## config.mk

```make
export PLATFORM = sky130hd
export DESIGN_NAME = image_slot_table_first_fit_unit
export DESIGN_NICKNAME = d
export VERILOG_FILES = /design/src/sv/istff_pkg.sv /design/src/sv/image_slot_table_first_fit_unit.sv
export SDC_FILE = /design/constraint.sdc
export NUM_CORES = 1
export LEC_CHECK = 0
export ABC_CLOCK_PERIOD_IN_PS = 25500
export BUFFER_PORTS_ARGS = -buffer_cell sky130_fd_sc_hd__buf_2
export CELL_PAD_IN_SITES_DETAIL_PLACEMENT = 0
export CELL_PAD_IN_SITES_GLOBAL_PLACEMENT = 1
export CORE_MARGIN = 3
export CORE_UTILIZATION = 49
export DETAILED_ROUTE_END_ITERATION = 10
export PLACE_DENSITY_LB_ADDON = 0.05
export SLEW_MARGIN = 20
export SYNTH_ARGS = -nofsm -noshare
export SYNTH_HDL_FRONTEND = slang
export SYNTH_SLANG_ARGS = --single-unit
```

## constraint.sdc

```tcl
create_clock -name clk -period 25.5 [get_ports clk]
set_clock_uncertainty 0.05 [all_clocks]
set_input_delay 2.55 -clock clk [delete_from_list [all_inputs] [get_ports clk]]
set_output_delay 2.55 -clock clk [all_outputs]
set_load 0.02 [all_outputs]
```

## src/sv/istff_pkg.sv

```systemverilog
// Package for the image slot table first-fit unit.
// Holds table sizes, field widths, operation and error codes, FSM states and the
// sector round-up helper. It depends on nothing.
package istff_pkg;

  localparam int MAX_ENTRIES  = 8;
  localparam int IDX_W        = $clog2(MAX_ENTRIES);
  localparam int CNT_W        = $clog2(MAX_ENTRIES + 1);
  localparam int ADDR_W       = 22;
  localparam int SIZE_W       = 22;
  localparam int VER_W        = 32;
  localparam int HDR_W        = 12;
  localparam int END_W        = 23;
  localparam int SECTOR_BYTES = 4096;
  localparam int POS_W        = 25;
  localparam int SUM_W        = 27;

  localparam logic [1:0] CFG_AREA_START   = 2'd0;
  localparam logic [1:0] CFG_AREA_END     = 2'd1;
  localparam logic [1:0] CFG_HEADER_BYTES = 2'd2;

  localparam logic [END_W-1:0] AREA_END_RESET = 23'h3F0000;
  localparam logic [HDR_W-1:0] HEADER_RESET   = 12'd64;

  typedef enum logic [2:0] {
    FN_REGISTER     = 3'd0,
    FN_ACTIVATE     = 3'd1,
    FN_DELETE       = 3'd2,
    FN_FIND_FREE    = 3'd3,
    FN_FREE_SPACE   = 3'd4,
    FN_GET_ACTIVE   = 3'd5,
    FN_FIND_VERSION = 3'd6,
    FN_UNDEFINED    = 3'd7
  } func_t;

  typedef enum logic [2:0] {
    ERR_NONE       = 3'd0,
    ERR_NOT_FOUND  = 3'd1,
    ERR_TABLE_FULL = 3'd2,
    ERR_NO_SPACE   = 3'd3,
    ERR_ZERO_SIZE  = 3'd4
  } err_t;

  typedef enum logic [3:0] {
    ST_IDLE,
    ST_SCAN,
    ST_APPLY,
    ST_SHIFT,
    ST_FF_CHECK,
    ST_FF_SCAN,
    ST_FREE,
    ST_TOTAL
  } state_t;

  // Round up to the next whole sector.
  function automatic logic [POS_W-1:0] round_up(input logic [POS_W-1:0] x);
    logic [POS_W-1:0] mask;
    mask = POS_W'(SECTOR_BYTES - 1);
    return (x + mask) & ~mask;
  endfunction

endpackage

```

## src/sv/image_slot_table_first_fit_unit.sv

```systemverilog
// Top level of the image slot table first-fit unit.
// Uses istff_pkg for widths, codes, states and the sector round-up.
//
// One item carries one operation on a table of up to eight image regions and gives
// exactly one result item. A small sequencer walks the table one entry per cycle
// through shared span arithmetic. Its passes are the lookup pass, an optional
// compaction pass for delete, and a final free-space pass run for every item.
// Find-free restarts its pass after each jump past an overlapping region. The
// input is not ready while an item is in work or while its result waits in the
// output register.
module image_slot_table_first_fit_unit
  import istff_pkg::*;
(
  input  logic         clk,
  input  logic         rst_n,
  input  logic         in_tvalid,
  output logic         in_tready,
  // target_address[21:0], image_size[43:22], image_version[75:44], zero fill
  input  logic [79:0]  in_tdata,
  // func[2:0]
  input  logic [2:0]   in_tuser,
  output logic         out_tvalid,
  input  logic         out_tready,
  // ok[0], error_code[3:1], out_address[25:4], out_size[47:26],
  // out_version[79:48], free_bytes[102:80], entry_total[106:103], zero fill
  output logic [111:0] out_tdata,
  input  logic         cfg_valid,
  output logic         cfg_ready,
  input  logic [1:0]   cfg_index,
  input  logic [22:0]  cfg_data
);

  // Table storage; only entries below the count are ever read.
  logic [ADDR_W-1:0] slot_addr_r [MAX_ENTRIES];
  logic [SIZE_W-1:0] slot_size_r [MAX_ENTRIES];
  logic [VER_W-1:0]  slot_ver_r  [MAX_ENTRIES];
  logic              slot_act_r  [MAX_ENTRIES];

  logic [CNT_W-1:0]  count_r, count_nxt;
  logic [CNT_W-1:0]  idx_r, idx_nxt;
  logic [IDX_W-1:0]  hit_r, hit_nxt;
  logic              found_r, found_nxt;
  state_t            state_r, state_nxt;

  logic [ADDR_W-1:0] area_start_r;
  logic [END_W-1:0]  area_end_r;
  logic [HDR_W-1:0]  header_r;

  func_t             func_r, func_nxt;
  logic [ADDR_W-1:0] tgt_r, tgt_nxt;
  logic [SIZE_W-1:0] isize_r, isize_nxt;
  logic [VER_W-1:0]  iver_r, iver_nxt;

  logic [POS_W-1:0]  cur_r, cur_nxt;
  logic [POS_W-1:0]  req_r, req_nxt;
  logic [POS_W-1:0]  creq_r, creq_nxt;
  logic [SUM_W-1:0]  used_r, used_nxt;

  logic              res_ok_r, res_ok_nxt;
  err_t              res_err_r, res_err_nxt;
  logic [ADDR_W-1:0] res_addr_r, res_addr_nxt;
  logic [SIZE_W-1:0] res_size_r, res_size_nxt;
  logic [VER_W-1:0]  res_ver_r, res_ver_nxt;

  logic              out_valid_r, out_valid_nxt;
  logic [111:0]      out_data_r, out_data_nxt;

  // Single read port into the table.
  logic [IDX_W-1:0]  rd_idx;
  logic [ADDR_W-1:0] rd_addr;
  logic [SIZE_W-1:0] rd_size;
  logic [VER_W-1:0]  rd_ver;
  logic              rd_act;

  // Write ports: a full entry write and an active-mark-only write.
  logic              wr_en, act_en;
  logic [IDX_W-1:0]  wr_idx;
  logic [ADDR_W-1:0] wr_addr;
  logic [SIZE_W-1:0] wr_size;
  logic [VER_W-1:0]  wr_ver;
  logic              wr_act, act_val;

  logic              in_acc, goto_free, match;
  logic [POS_W-1:0]  span_e, span_len;
  logic [END_W-1:0]  total;
  logic [END_W-1:0]  free_val;

  assign in_acc    = in_tvalid && in_tready;
  assign in_tready = (state_r == ST_IDLE) && !out_valid_r;
  assign out_tvalid = out_valid_r;
  assign out_tdata  = out_data_r;
  assign cfg_ready  = 1'b1;

  assign rd_idx  = (state_r == ST_SHIFT) ? IDX_W'(idx_r + 1'b1) : idx_r[IDX_W-1:0];
  assign rd_addr = slot_addr_r[rd_idx];
  assign rd_size = slot_size_r[rd_idx];
  assign rd_ver  = slot_ver_r[rd_idx];
  assign rd_act  = slot_act_r[rd_idx];

  // Shared span arithmetic for the current entry.
  assign span_e   = round_up(POS_W'(rd_addr) + POS_W'(rd_size) + POS_W'(header_r));
  assign span_len = round_up(POS_W'(rd_size) + POS_W'(header_r));

  assign total    = (area_end_r > {1'b0, area_start_r}) ?
                    area_end_r - {1'b0, area_start_r} : '0;
  assign free_val = (used_r >= SUM_W'(total)) ? '0 : total - used_r[END_W-1:0];

  always_comb begin
    unique case (func_r)
      FN_GET_ACTIVE:   match = rd_act;
      FN_FIND_VERSION: match = (rd_ver == iver_r);
      default:         match = (rd_addr == tgt_r);
    endcase
  end

  always_comb begin
    state_nxt     = state_r;
    count_nxt     = count_r;
    idx_nxt       = idx_r;
    hit_nxt       = hit_r;
    found_nxt     = found_r;
    func_nxt      = func_r;
    tgt_nxt       = tgt_r;
    isize_nxt     = isize_r;
    iver_nxt      = iver_r;
    cur_nxt       = cur_r;
    req_nxt       = req_r;
    creq_nxt      = creq_r;
    used_nxt      = used_r;
    res_ok_nxt    = res_ok_r;
    res_err_nxt   = res_err_r;
    res_addr_nxt  = res_addr_r;
    res_size_nxt  = res_size_r;
    res_ver_nxt   = res_ver_r;
    out_valid_nxt = out_valid_r;
    out_data_nxt  = out_data_r;
    goto_free     = 1'b0;
    wr_en         = 1'b0;
    wr_idx        = hit_r;
    wr_addr       = tgt_r;
    wr_size       = isize_r;
    wr_ver        = iver_r;
    wr_act        = 1'b0;
    act_en        = 1'b0;
    act_val       = 1'b0;

    if (out_valid_r && out_tready) begin
      out_valid_nxt = 1'b0;
    end

    unique case (state_r)
      ST_IDLE: begin
        if (in_acc) begin
          func_nxt     = func_t'(in_tuser);
          tgt_nxt      = in_tdata[21:0];
          isize_nxt    = in_tdata[43:22];
          iver_nxt     = in_tdata[75:44];
          found_nxt    = 1'b0;
          res_ok_nxt   = 1'b0;
          res_err_nxt  = ERR_NONE;
          res_addr_nxt = '0;
          res_size_nxt = '0;
          res_ver_nxt  = '0;
          idx_nxt      = '0;
          unique case (func_t'(in_tuser))
            FN_FIND_FREE: begin
              if (in_tdata[43:22] == '0) begin
                res_err_nxt = ERR_ZERO_SIZE;
                goto_free   = 1'b1;
              end else begin
                req_nxt   = POS_W'(in_tdata[43:22]) + POS_W'(header_r);
                cur_nxt   = round_up(POS_W'(area_start_r));
                state_nxt = ST_FF_CHECK;
              end
            end
            FN_FREE_SPACE: begin
              res_ok_nxt = 1'b1;
              goto_free  = 1'b1;
            end
            FN_UNDEFINED: goto_free = 1'b1;
            default:      state_nxt = ST_SCAN;
          endcase
        end
      end

      ST_SCAN: begin
        if (idx_r == count_r) begin
          if (func_r == FN_REGISTER) begin
            if (count_r == CNT_W'(MAX_ENTRIES)) begin
              res_err_nxt = ERR_TABLE_FULL;
              goto_free   = 1'b1;
            end else begin
              hit_nxt   = count_r[IDX_W-1:0];
              state_nxt = ST_APPLY;
            end
          end else begin
            res_ok_nxt  = found_r;
            res_err_nxt = found_r ? ERR_NONE : ERR_NOT_FOUND;
            goto_free   = 1'b1;
          end
        end else begin
          unique case (func_r)
            FN_ACTIVATE: begin
              act_en  = 1'b1;
              act_val = match;
              if (match && !found_r) begin
                found_nxt    = 1'b1;
                res_addr_nxt = rd_addr;
                res_size_nxt = rd_size;
                res_ver_nxt  = rd_ver;
              end
              idx_nxt = idx_r + 1'b1;
            end
            FN_REGISTER: begin
              if (match) begin
                found_nxt = 1'b1;
                hit_nxt   = idx_r[IDX_W-1:0];
                state_nxt = ST_APPLY;
              end else begin
                idx_nxt = idx_r + 1'b1;
              end
            end
            default: begin
              if (match) begin
                res_ok_nxt   = 1'b1;
                res_addr_nxt = rd_addr;
                res_size_nxt = rd_size;
                res_ver_nxt  = rd_ver;
                if (func_r == FN_DELETE) begin
                  state_nxt = ST_SHIFT;
                end else begin
                  goto_free = 1'b1;
                end
              end else begin
                idx_nxt = idx_r + 1'b1;
              end
            end
          endcase
        end
      end

      ST_APPLY: begin
        wr_en        = 1'b1;
        res_ok_nxt   = 1'b1;
        res_addr_nxt = tgt_r;
        res_size_nxt = isize_r;
        res_ver_nxt  = iver_r;
        if (!found_r) begin
          count_nxt = count_r + 1'b1;
        end
        goto_free = 1'b1;
      end

      ST_SHIFT: begin
        // Move the later entries down by one over the removed one.
        if ((idx_r + 1'b1) < count_r) begin
          wr_en   = 1'b1;
          wr_idx  = idx_r[IDX_W-1:0];
          wr_addr = rd_addr;
          wr_size = rd_size;
          wr_ver  = rd_ver;
          wr_act  = rd_act;
          idx_nxt = idx_r + 1'b1;
        end else begin
          count_nxt = count_r - 1'b1;
          goto_free = 1'b1;
        end
      end

      ST_FF_CHECK: begin
        if (cur_r + req_r > POS_W'(area_end_r)) begin
          res_err_nxt = ERR_NO_SPACE;
          goto_free   = 1'b1;
        end else begin
          creq_nxt  = cur_r + req_r;
          idx_nxt   = '0;
          state_nxt = ST_FF_SCAN;
        end
      end

      ST_FF_SCAN: begin
        if (idx_r == count_r) begin
          res_ok_nxt   = 1'b1;
          res_addr_nxt = cur_r[ADDR_W-1:0];
          goto_free    = 1'b1;
        end else if (!(creq_r <= POS_W'(rd_addr) || cur_r >= span_e)) begin
          cur_nxt   = span_e;
          state_nxt = ST_FF_CHECK;
        end else begin
          idx_nxt = idx_r + 1'b1;
        end
      end

      ST_FREE: begin
        if (idx_r == count_r) begin
          state_nxt = ST_TOTAL;
        end else begin
          used_nxt = used_r + SUM_W'(span_len);
          idx_nxt  = idx_r + 1'b1;
        end
      end

      ST_TOTAL: begin
        out_valid_nxt = 1'b1;
        out_data_nxt  = {5'd0, count_r, free_val, res_ver_r, res_size_r,
                         res_addr_r, res_err_r, res_ok_r};
        state_nxt     = ST_IDLE;
      end

      default: state_nxt = ST_IDLE;
    endcase

    if (goto_free) begin
      idx_nxt   = '0;
      used_nxt  = '0;
      state_nxt = ST_FREE;
    end
  end

  always_ff @(posedge clk) begin
    if (!rst_n) begin
      state_r      <= ST_IDLE;
      count_r      <= '0;
      out_valid_r  <= 1'b0;
      area_start_r <= '0;
      area_end_r   <= AREA_END_RESET;
      header_r     <= HEADER_RESET;
    end else begin
      state_r     <= state_nxt;
      count_r     <= count_nxt;
      out_valid_r <= out_valid_nxt;
      if (cfg_valid && cfg_ready) begin
        unique case (cfg_index)
          CFG_AREA_START:   area_start_r <= cfg_data[ADDR_W-1:0];
          CFG_AREA_END:     area_end_r   <= cfg_data[END_W-1:0];
          CFG_HEADER_BYTES: header_r     <= cfg_data[HDR_W-1:0];
          default:          ;
        endcase
      end
    end
  end

  always_ff @(posedge clk) begin
    idx_r      <= idx_nxt;
    hit_r      <= hit_nxt;
    found_r    <= found_nxt;
    func_r     <= func_nxt;
    tgt_r      <= tgt_nxt;
    isize_r    <= isize_nxt;
    iver_r     <= iver_nxt;
    cur_r      <= cur_nxt;
    req_r      <= req_nxt;
    creq_r     <= creq_nxt;
    used_r     <= used_nxt;
    res_ok_r   <= res_ok_nxt;
    res_err_r  <= res_err_nxt;
    res_addr_r <= res_addr_nxt;
    res_size_r <= res_size_nxt;
    res_ver_r  <= res_ver_nxt;
    out_data_r <= out_data_nxt;
  end

  always_ff @(posedge clk) begin
    if (wr_en) begin
      slot_addr_r[wr_idx] <= wr_addr;
      slot_size_r[wr_idx] <= wr_size;
      slot_ver_r[wr_idx]  <= wr_ver;
      slot_act_r[wr_idx]  <= wr_act;
    end else if (act_en) begin
      slot_act_r[idx_r[IDX_W-1:0]] <= act_val;
    end
  end

  // The table never holds more entries than it has rows.
  a_count_max: assert property (@(posedge clk) disable iff (!rst_n)
    count_r <= CNT_W'(MAX_ENTRIES)) else $error("entry count overflow");

  // A waiting result blocks new items.
  a_no_accept_while_out: assert property (@(posedge clk) disable iff (!rst_n)
    out_valid_r |-> !in_tready) else $error("input ready with result pending");

  // Compaction only runs on a non-empty table.
  a_shift_nonempty: assert property (@(posedge clk) disable iff (!rst_n)
    (state_r == ST_SHIFT) |-> (count_r != '0)) else $error("shift on empty table");

  // An accepted item always starts work.
  a_accept_leaves_idle: assert property (@(posedge clk) disable iff (!rst_n)
    in_acc |=> (state_r != ST_IDLE)) else $error("item accepted but idle");

endmodule

```

Yosys cells after proc, flatten, opt, wreduce, memory -nomap -nowiden. Memory sizes are Yosys's and may differ from the RTL's. Cells that the tools add are included.

Memory bits (writable): 616. Output and inout port bits: 115. Register bits after elaboration: 442. Memories kept: 4. Bits of input ports: 113. Word-level logic and storage cells: 287.

Memory list: slot_ver_r (words 8, width 32, read ports 1, clocked after memory_dff 0, wr ports 1, RTL line image_slot_table_first_fit_unit.sv:36) `logic [VER_W-1:0] slot_ver_r [MAX_ENTRIES];`; slot_addr_r (words 8, width 22, read ports 1, clocked after memory_dff 0, wr ports 1, RTL line image_slot_table_first_fit_unit.sv:34) `logic [ADDR_W-1:0] slot_addr_r [MAX_ENTRIES];`; slot_size_r (words 8, width 22, read ports 1, clocked after memory_dff 0, wr ports 1, RTL line image_slot_table_first_fit_unit.sv:35) `logic [SIZE_W-1:0] slot_size_r [MAX_ENTRIES];`; slot_act_r (words 8, width 1, read ports 1, clocked after memory_dff 0, wr ports 1, RTL line image_slot_table_first_fit_unit.sv:37) `logic slot_act_r [MAX_ENTRIES];`.

$lt $le $gt $ge: 6. Add/sub/neg operators: 14. Bitwise gates (word level): 5. Equal/unequal tests: 66. Reductions and logical operators: 43. Mux-type cells: 124.

Operators by type and width (number): 22-bit 2-to-1 mux (12); 32-bit 2-to-1 mux (6); 25-bit 2-to-1 mux (5); 32-bit one-hot mux with 3 select lines (1); 4-bit 2-to-1 mux (23); 22-bit one-hot mux with 2 select lines (2); 22-bit one-hot mux with 4 select lines (1); 22-bit one-hot mux with 3 select lines (1); 32-bit one-hot mux with 2 select lines (1); 3-bit inequality test, second input constant (19); 3-bit 2-to-1 mux (17); 25-bit one-hot mux with 2 select lines (1); 4-bit one-hot mux with 6 select lines (2); 22-bit by 12-bit adder with 23-bit output (2); 1-bit 2-to-1 mux (40); 2-bit inequality test, second input constant (17); 32-bit equality test (1); 27-bit by 24-bit adder with 27-bit output (1); 27-bit by 23-bit >= comparator with 1-bit output (1); 13-bit AND reduction (2); 24-bit by 12-bit adder with 25-bit output, second input constant (1); 25-bit adder (1); 25-bit >= comparator (1); 25-bit by 23-bit greater-than comparator with 1-bit output (1); 52 further kinds (99).

Longest topological paths before layout. Gate-level depths: netlist (run 1). An unclocked memory read counts as a cell.

Depth after elaboration: 12. Gate-level depth with buffers: 36. Depth with buffers taken out: 29.

Least setup slack after synthesis (run 1). OpenSTA, ideal clock, no wires.

Path kind: reg-to-reg. Start: reg state_r[1]. End: reg cur_r[12], enable pin. Stages on the path, launching flop included: 33. Buffers on the path: 8. Data arrival time: 7.655 ns. Setup time: 0.383 ns. Setup slack: 17.412 ns. Required time: 25.067 ns. Cells stage by stage: dfxtp_1 > buf_4 > and3b_1 > buf_6 > xnor2_4 > buf_8 > buf_6 > buf_4 > buf_2 > buf_1 > buf_2 > mux4_2 > mux2i_1 > fa_1 > inv_1 > ha_1 > a21o_1 > a21o_1 > a21oi_1 > o21ai_0 > o311ai_0 > a31oi_1 > o21ai_0 > nand2b_1 > xnor2_1 > ha_1 > a21o_1 > a211oi_1 > o41ai_1 > a211oi_1 > nor2b_1 > inv_1 > o21bai_1.

Longest elaborated chain between the ends: 10. Elaborated cells on any way between the ends: 21. Classes of those cells: 3 x add/sub; 2 x order compare; 7 x eq/ne; 1 x mux; 6 x reduce/logical; 2 x memory.

Ends and longest elaborated chain: from (decl) (RTL line image_slot_table_first_fit_unit.sv:43) `state_t state_r, state_nxt;`; from (signal assigned) (RTL line image_slot_table_first_fit_unit.sv:329) `state_r <= state_nxt;`; 4-bit by 2-bit equality test with 1-bit output (RTL line image_slot_table_first_fit_unit.sv:94) `assign rd_idx = (state_r == ST_SHIFT) ? IDX_W'(idx_r + 1'b1) : idx_r[IDX_W-1:0];`; 3-bit 2-to-1 mux (RTL line image_slot_table_first_fit_unit.sv:94); memory read 8 x 22 bit, on equally long branches; 22-bit by 22-bit adder with 23-bit output (RTL line image_slot_table_first_fit_unit.sv:101) `assign span_e = round_up(POS_W'(rd_addr) + POS_W'(rd_size) + POS_W'(header_r));`; 23-bit by 12-bit adder with 24-bit output (RTL line image_slot_table_first_fit_unit.sv:101); 24-bit by 12-bit adder with 25-bit output (RTL line istff_pkg.sv:59) `return (x + mask) & ~mask;`; 25-bit >= comparator (RTL line image_slot_table_first_fit_unit.sv:286) `end else if (!(creq_r <= POS_W'(rd_addr) || cur_r >= span_e)) begin`; 1-bit logical OR (RTL line image_slot_table_first_fit_unit.sv:286); 2-bit inequality test (no line); 6-bit AND reduction (no line) (*); to (signal assigned) (RTL line image_slot_table_first_fit_unit.sv:351) `cur_r <= cur_nxt;`; to (decl) (RTL line image_slot_table_first_fit_unit.sv:54) `logic [POS_W-1:0] cur_r, cur_nxt;`.

Mark *: on every way between the ends. The rest lies on a longest branch, timed or not. A chain may end at the register's enable or synchronous reset.

Worst setup path in the final report (run 1).
Start: reg state_r[1]. End: reg state_r[0].

Longest elaborated chain between the ends: 10. Elaborated cells on any way between the ends: 45. Classes of those cells: 3 x add/sub; 2 x order compare; 20 x eq/ne; 8 x mux; 1 x bitwise; 7 x reduce/logical; 4 x memory.

Ends and longest elaborated chain (RTL line): 4-bit by 2-bit equality test with 1-bit output (image_slot_table_first_fit_unit.sv:94, image_slot_table_first_fit_unit.sv:151); 3-bit 2-to-1 mux (image_slot_table_first_fit_unit.sv:94); memory read 8 x 22 bit (tied with other cells); 22-bit by 22-bit adder with 23-bit output (tied with other cells) (image_slot_table_first_fit_unit.sv:101); 23-bit by 12-bit adder with 24-bit output / 1-bit one-hot mux with 2 select lines (equally long branches) (image_slot_table_first_fit_unit.sv:101, image_slot_table_first_fit_unit.sv:109); 24-bit by 12-bit adder with 25-bit output / 1-bit 2-to-1 mux (equally long branches) (istff_pkg.sv:59, image_slot_table_first_fit_unit.sv:224); 25-bit >= comparator / 1-bit 2-to-1 mux (equally long branches) (image_slot_table_first_fit_unit.sv:286, image_slot_table_first_fit_unit.sv:202); 1-bit logical OR / 1-bit 2-to-1 mux (equally long branches) (image_slot_table_first_fit_unit.sv:286, image_slot_table_first_fit_unit.sv:187); 2-bit inequality test (no line) / 1-bit one-hot mux with 6 select lines (equally long branches); 13-bit AND reduction (no line) / 2-bit OR reduction (equally long branches).

Parallel ways exist; a longest one is shown, timed or not.

==> results, run 1 <==
- The flow ran to the end, and the final reports show no timing, DRC or antenna violations.
- Ranked by instance count, the synthesized netlist is headed by 946 x sky130_fd_sc_hd__edfxtp_1, 436 x sky130_fd_sc_hd__nand2_1, 221 x sky130_fd_sc_hd__o21ai_0.
- Wires add up to 127 mm.
- The cell family contributing the most delay on the critical path is compound AO/OA/AOI/OAI gates.
- The final clock period utilization by the worst path is 43.2%.
- After clock tree synthesis, the flow added hold-fix buffers numbering 0.
- The fraction of final layout cells with drive strength greater than 1 is 16.4%.
- The remaining antenna violation count is 0.
- The initial antenna violation count is 3.
- The leading area contributor after synthesis is sky130_fd_sc_hd__edfxtp_1.
- For this configuration, the core starts out at a cell density of 49.6%.
- After detailed routing, the number of remaining DRC violations is 0.
- The layout has 7,735 filler cells.
- The CTS tree is built.
- The worst hold-check path type is reg2reg.
- The number of enable-type register cells in the synthesized netlist is 946.
- The yosys synthesis warning count is 0.
- The core region is 95,300 sq um.
- Summed over all nets, the half-perimeter wirelength after detailed placement is 82.8 mm.
- The maximum buffer depth of the clock tree is 3.
- In this run, placement finished with an instance count of 4,863.
- The first-pass GRT wire length is 186 mm.
- The number of nets in the final layout is 4,052.
- The minimum clock period is 11.02 ns.
- The pin count of the biggest net entering global routing is 111.
- The post-route worst hold slack is 0.365 ns.
- The final-report max-slew violation count is 0.
- The count of cell types in the netlist is 86.
- The area enclosed by the die boundary is 100,000 sq um.
- The headroom to the max-slew limit is 27.9%.
- Dividing the synthesized area by the synthesized cell count gives 13.7 sq um.
- The die outline width is 317 um.
- The analysis attributes to net switching a power of 1.87 mW.
- The synthesis-to-finish area growth is 13.5%.
- Power spread over the standard cell area amounts to 104 nW/um^2.
- Cells fill 56.3% of the core in the end.
- In this run the tool buffered the top-level ports with 217 buffer cells.
- The switching fraction of total power is 33.3%.
- The y dimension of the die is 317 um.
- The global-route usage over all layers is 25.3%.
- The number of ports placed on the die boundary is 228.
- Setup repair after global routing left no endpoint under its margin.
- The register area share after synthesis is 63.7%.
- In this run the post-CTS setup repair buffer count came out at 0.
- The standby leakage power is 19.2 nW.
- Post-CTS repair changed the size of 0 cells.
- Synthesis produced 3,444 cells.
- The element type at the critical path end is a flip-flop.
- The slowest stage of the critical path belongs to the cell sky130_fd_sc_hd__o311ai_0.
- The critical path in this run is classified as reg2reg.
- At the pin with the least slew margin, the transition time is 1.07 ns.
- The critical path contains buffers and inverters numbering 6 combined.
- The detailed router placed 29,238 vias in this run.
- The fraction of power consumed by combinational cells is 31.5%.
- The finished layout holds 5,068 standard cells, fillers aside.
- The most common cell in the synthesized netlist is sky130_fd_sc_hd__edfxtp_1.
- The internal portion of the total power is 3.73 mW.
- The number of inserted diodes is 0.
- The post-route cell area is 53,600 sq um.
- Dividing the detail-routed wire length by the instance count gives 25.0 um.
- The peak per-stage delay on the critical path is 0.95 ns.
- Routability-driven placement finished with a final weighted congestion of 0.864.
- The first detailed-routing pass ran for 6 iterations.
- After synthesis the cells add up to 47,300 sq um.
- After floorplanning, the core was divided into 113 placement rows.
- The iteration-0 DRC count of the detailed router is 2,550.
- After routing, the total negative slack on setup checks comes to 0 ns.
- In this run the biggest area consumer among cell types represents 60.1% of the synthesized area.
- Yosys attributes the largest share of cell area to sky130_fd_sc_hd__edfxtp_1 60%, sky130_fd_sc_hd__mux4_2 5.8%, sky130_fd_sc_hd__ha_1 5.7%.
- Clock-pin slew was measured on the worst setup and hold paths at 0.06 ns.
- The worst-case IR drop observed on VDD is 63.4 uV.
- The count of state elements after synthesis is 1,030.
- Of all flip-flops after synthesis, the portion carrying an async set or reset was 0%.
- Of the total power, the clock network draws 28.6%.
- For this run, the top clock speed supported by timing is 90.8 MHz.
- The tree is rooted in a sky130_fd_sc_hd__clkbuf_16.
- After detailed placement, the total cell area comes to 50,000 sq um.
- Data arrives at the worst endpoint at 11.52 ns.
- The tool flagged a number of max-cap violations equal to 0.
- The final hold violation count is 0.
- The required time of the critical path is 26.00 ns.
- The via count of the first global-routing pass came to 28,936.
- The most common flop cell mapped by yosys is sky130_fd_sc_hd__edfxtp_1.
- Counting the buffers created by CTS gives 108.
- Along the worst path, the maximum fanout reaches 42.
- The worst setup path is launched from a flip-flop.
- The tree built by TritonCTS fans out to 1,030 sinks.
- Setup violations remaining at the end of the flow were counted as 0.
- The later-pin clock latency in the skew report is 0.70 ns.
- Using the TritonRoute via totals, the vias-per-cell ratio works out to 5.77.
- In this run the number of H-tree levels came out at 3.
- The share of total power dissipated in sequential elements is 39.9%.
- The total congestion overflow after global routing is 0.
[metrics by stage]
stage	total power, mW	setup slack [ns]
after floorplan	3.46	17.41
after global placement	3.99	14.53
after detailed placement	4.03	14.48
after CTS	5.64	14.42
after global routing	5.91	13.57
final	5.60	14.48
[logic make-up after synthesis]
| kind of cell | after synthesis | share of synthesized area, % |
|---|---|---|
| other | 2 | 0.0159 |
| buffers and inverters | 345 | 3.10 |
| DFF | 1030 | 63.7 |
| xor gates and xnor gates | 129 | 2.46 |
| muxes | 206 | 7.75 |
| AOI/OAI and AO/OA | 626 | 8.13 |
| adders and majority gates | 231 | 6.38 |
| and+or+nand+nor | 875 | 8.51 |
[path summary, 6_finish.rpt]
path / start / endpoint / slack [ns] / cells after the start
hold reg to reg: res_size_r[20] / out_tdata[46] / 0.36 / 0
hold / removal: res_size_r[20] / out_tdata[46] / 0.36 / 0
setup / recovery: state_r[1] / state_r[0] / 14.48 / 32
setup reg to reg: state_r[1] / state_r[0] / 14.48 / 32
[metal layers]
layer	vias to the layer above	wire [um]	GRT usage [%]
met5	-	18	0
met4	2	3400	7.27
met3	197	8790	4.33
met2	966	59400	40.7
met1	14648	55000	35.7
li1	13425	-	-
[power groups by stage]
stage	Sequential, mW	Combinational, mW	Clock (mW)
6_report	2.24	1.76	1.60
5_1_grt	2.25	1.96	1.70
3_5_place_dp	2.27	1.76	0
3_3_place_gp	2.26	1.73	0
2_1_floorplan	2.25	1.21	0
4_1_cts	2.24	1.77	1.63
[cell usage in the layout, fill, tap and decap left out, drive strengths merged, types with 8 or more instances in the layout]
master    n
nand4    37
nor4     22
nand3b    8
xor2     36
o211ai   15
a211oi   19
clkinv   50
inv     206
mux4    124
a31oi     8
fa       17
and2     19
nor2    142
nand3    39
mux2i    78
a22o     10
o22ai     8
a32oi     9
or3      15
a21o     54
edfxtp  946
nand2   436
nand2b   35
dfxtp    84
o21ai   221
o21a     14
nor3b    12
o21bai   13
a311o    13
buf     292
clkbuf  133
and3     17
a21oi   181
xnor2    93
nor3     46
nor2b    20
bufinv   12
ha      214
[area by class of cell]
type	instances	area [sq um]	share of cell area, %
multi-input cells	2073	15900	29.6
well taps	1265	1580	2.95
repair buffers	292	1660	3.10
clock buffers	133	2910	5.42
clock inverters	72	751	1.40
flip-flops and latches	1030	30100	56.1
inverters	203	766	1.43
[sequential cells by signal (all words and copies together), names as in the netlist, 4 cells and up]
name and flops:
area_end_r 23, area_start_r 22, used_r 15, isize_r 22, res_ver_r 32, req_r 23, slot_addr_r 176, slot_act_r 8
slot_size_r 176, count_r 4, slot_ver_r 256, out_tdata 107, cur_r 12, res_addr_r 22, header_r 12, res_size_r 22
iver_r 32, creq_r 25, idx_r 4, tgt_r 22
No activity file was read; power rests on OpenSTA's default activity.
==> run 2: changes to the inputs <==
Settings changed: ABC_CLOCK_PERIOD_IN_PS 25500 to 11350.
Clock period 25.5 ns to 11.35 ns, I/O delays scaled along.
==> run 2 against run 1 <==
Sequential cell count did not move. Final cell count up 0.22%. Hold slack better by 0.0026 ns. Combinational power increased by 130%. Worst setup slack lost 13 ns. Global-route usage is 0.14 points higher. Clock-buffer cell count fell by 11. Power up 120%. Largest power group unchanged. Sequential share of layout area fell by 0.12 points. Via count hardly changed. Largest cell class unchanged. Critical path type unchanged. First-iteration DRC count shrank 1.3%.
==> results, run 2 (synthesized netlist as in run 1, its figures left out) <==
- The flow ran to the end, and the final reports show no timing, DRC or antenna violations.
- Setup repair after global routing left no endpoint under its margin.
- The later-pin clock latency in the skew report is 0.69 ns.
- The remaining antenna violation count is 0.
- In this run the horizontal extent of the chip is 317 um.
- The startpoint type of the worst setup path is a flip-flop.
- Dividing total power by cell area gives a power density of 234 nW/um^2.
- The critical path runs through a total of 32 cells.
- Fill cells in the final layout number 7,739.
- The detailed-route DRC error count is 0.
- Counting instances, the worst hold path has a depth of 0.
- For this configuration, the core starts out at a cell density of 49.6%.
- The critical path's slowest cell is sky130_fd_sc_hd__xnor2_4.
- The final-report max-slew violation count is 0.
- The die covers 100,000 sq um.
- Post-CTS timing repair inserted 0 buffers for setup.
- The number of buffers added on ports is 217.
- The core region area is 95,300 sq um.
- The routed layout has 29,248 vias.
- The iteration-0 DRC count of the detailed router is 2,518.
- The quantity of gates resized following cts is 0.
- The worst register-to-register path has a depth of 32.
- Power comes to 12.6 mW.
- The detailed placer's ending HPWL is 84.5 mm.
- The cell at the root of the clock tree is sky130_fd_sc_hd__clkbuf_16.
- The longest clock path from root to sink contains 3 buffers.
- The pin count of the biggest net entering global routing is 83.
- TritonCTS built the clock tree.
- The worst hold-check path type is reg2reg.
- The switching fraction of total power is 33.3%.
- The critical path class is reg2reg.
- With fillers left out, the area of the finished cells amounts to 53,800 sq um.
- The clock sink total is 1,030.
- In the layout the commonest cells are 946 x sky130_fd_sc_hd__edfxtp_1, 434 x sky130_fd_sc_hd__nand2_1, 221 x sky130_fd_sc_hd__o21ai_0.
- The number of buffer and inverter instances along the worst setup path is 5.
- The cell area after placement is 50,100 sq um.
- The worst endpoint data arrival time is 10.01 ns.
- For the pin with the worst max-slew slack, the measured transition is 1.08 ns.
- The register with the most flip-flops in the layout has 256 of them.
- From bottom edge to top edge, the die measures 317 um.
- Among cell families on the critical path, the largest total delay comes from compound AO/OA/AOI/OAI gates.
- Pin placement for this block handled 228 I/O pins.
- The final clock period utilization by the worst path is 83.7%.
- The most numerous cell on the critical path is sky130_fd_sc_hd__a21o_1.
- The peak per-stage delay on the critical path is 0.75 ns.
- Combinational cells account for 31.7% of the total power.
- The initial antenna violation count is 2.
- The global-route usage over all layers is 25.4%.
- The library cell used most frequently in the layout, excluding fill and tap cells, is sky130_fd_sc_hd__edfxtp_1.
- Ranked by flip-flop count, first place goes to slot_ver_r.
- The analysis attributes to cell leakage a power of 19.3 nW.
- The number of max-capacitance violations reported is 0.
- The number of hold buffers added after CTS was 0.
- The required time of the critical path is 11.86 ns.
- The first global-routing pass estimated 188 mm of wire.
- Summed over all layers, the global routing overflow is 0.
- The headroom to the max-slew limit is 27.8%.
- The post-route netlist has 17.0% of its cells at a drive strength greater than 1.
- The final total negative setup slack is 0 ns.
- The reported net switching power is 4.18 mW.
- The achievable frequency is 105 MHz.
- The site row count is 113.
- For the finished layout, the period the worst path requires is 9.50 ns.
- The first-pass iteration count of the detailed router is 5.
- The placer's final routability congestion estimate is 0.873.
- CTS built an H-tree with a depth of 3.
- The largest registers in the layout are slot_ver_r: 256 flops, slot_addr_r: 176 flops, slot_size_r: 176 flops.
- The peak supply drop is 214 uV.
- In the final routed layout, each cell accounts on average for 25.0 um.
- In the routed layout, each cell is associated on average with a via count of 5.76.
- The final hold violation count is 0.
- Setup violations remaining at the end of the flow were counted as 0.
- The proportion of power drawn by the clock network is 28.4%.
- The number of inserted diodes is 0.
- The routed design has 127 mm of wire.
- STA classifies the critical path endpoint as a flip-flop.
- Compared with the post-synthesis result, the final layout area differs by 13.7%.
- Per report_power, the sequential group accounts for 39.9% of the total.
- The TritonCTS buffer count is 108.
- After clock tree synthesis, the clock-pin slew on the worst setup and hold paths is 0.06 ns.
- The internal cell power is 8.39 mW.
- The via count of the first global-routing pass is 29,131.
- In the final design database the tool counted 4,069 nets.
- The critical-path maximum fanout is 24.
==> run 2: changes by cell type in the layout (fill, tap and decap cells not counted), sizes merged <==
cell and change:
clkinvlp +6, clkbuf -11, inv -1, buf +17
==> run 2: path summary, 6_finish.rpt <==
kind / startpoint / to / slack (ns)
max: state_r[0] / state_r[0] / 1.85
min: res_addr_r[14] / out_tdata[18] / 0.37
max reg2reg: state_r[0] / state_r[0] / 1.85
min reg2reg: res_addr_r[14] / out_tdata[18] / 0.37
==> run 2: power by group through the flow <==
stage	Sequential, mW	Clock [mW]	Combinational, mW
finish	5.02	3.57	3.98
global route	5.05	3.80	4.41
CTS	5.02	3.65	4.01
detailed placement	5.09	0	3.99
global placement	5.08	0	3.91
floorplan	5.05	0	2.72
==> run 2: layout make-up <==
cell class | count | area (sq um) | area share (%)
repair buffers | 309 | 1800 | 3.35
well taps | 1265 | 1580 | 2.94
flip-flops and latches | 1030 | 30100 | 56.0
multi-input cells | 2073 | 15900 | 29.5
clock buffers | 122 | 2840 | 5.28
inverters | 203 | 764 | 1.42
clock inverters | 77 | 797 | 1.48
==> run 2: routing by layer <==
metal | vias to the layer above | track usage [%] | routed length (um)
li1 | 13454 | - | -
met1 | 14759 | 36.2 | 56300
met2 | 887 | 41.5 | 60500
met3 | 148 | 3.62 | 7370
met4 | 0 | 6.48 | 2710
met5 | - | 0 | 0
==> run 2: metrics by stage <==
stage / hold slack [ns] / cells / utilization [%] / setup slack [ns]
final: 0.367 / 5079 / 56.4 / 1.85
after global routing: 0.373 / 5079 / 56.4 / 1.18
after CTS: 0.365 / 5079 / 56.4 / 1.87
after detailed placement: 0.355 / 4880 / 52.6 / 1.93
after global placement: 0.351 / 4880 / 52.6 / 1.91
after floorplan: 0.350 / 3448 / - / 3.26
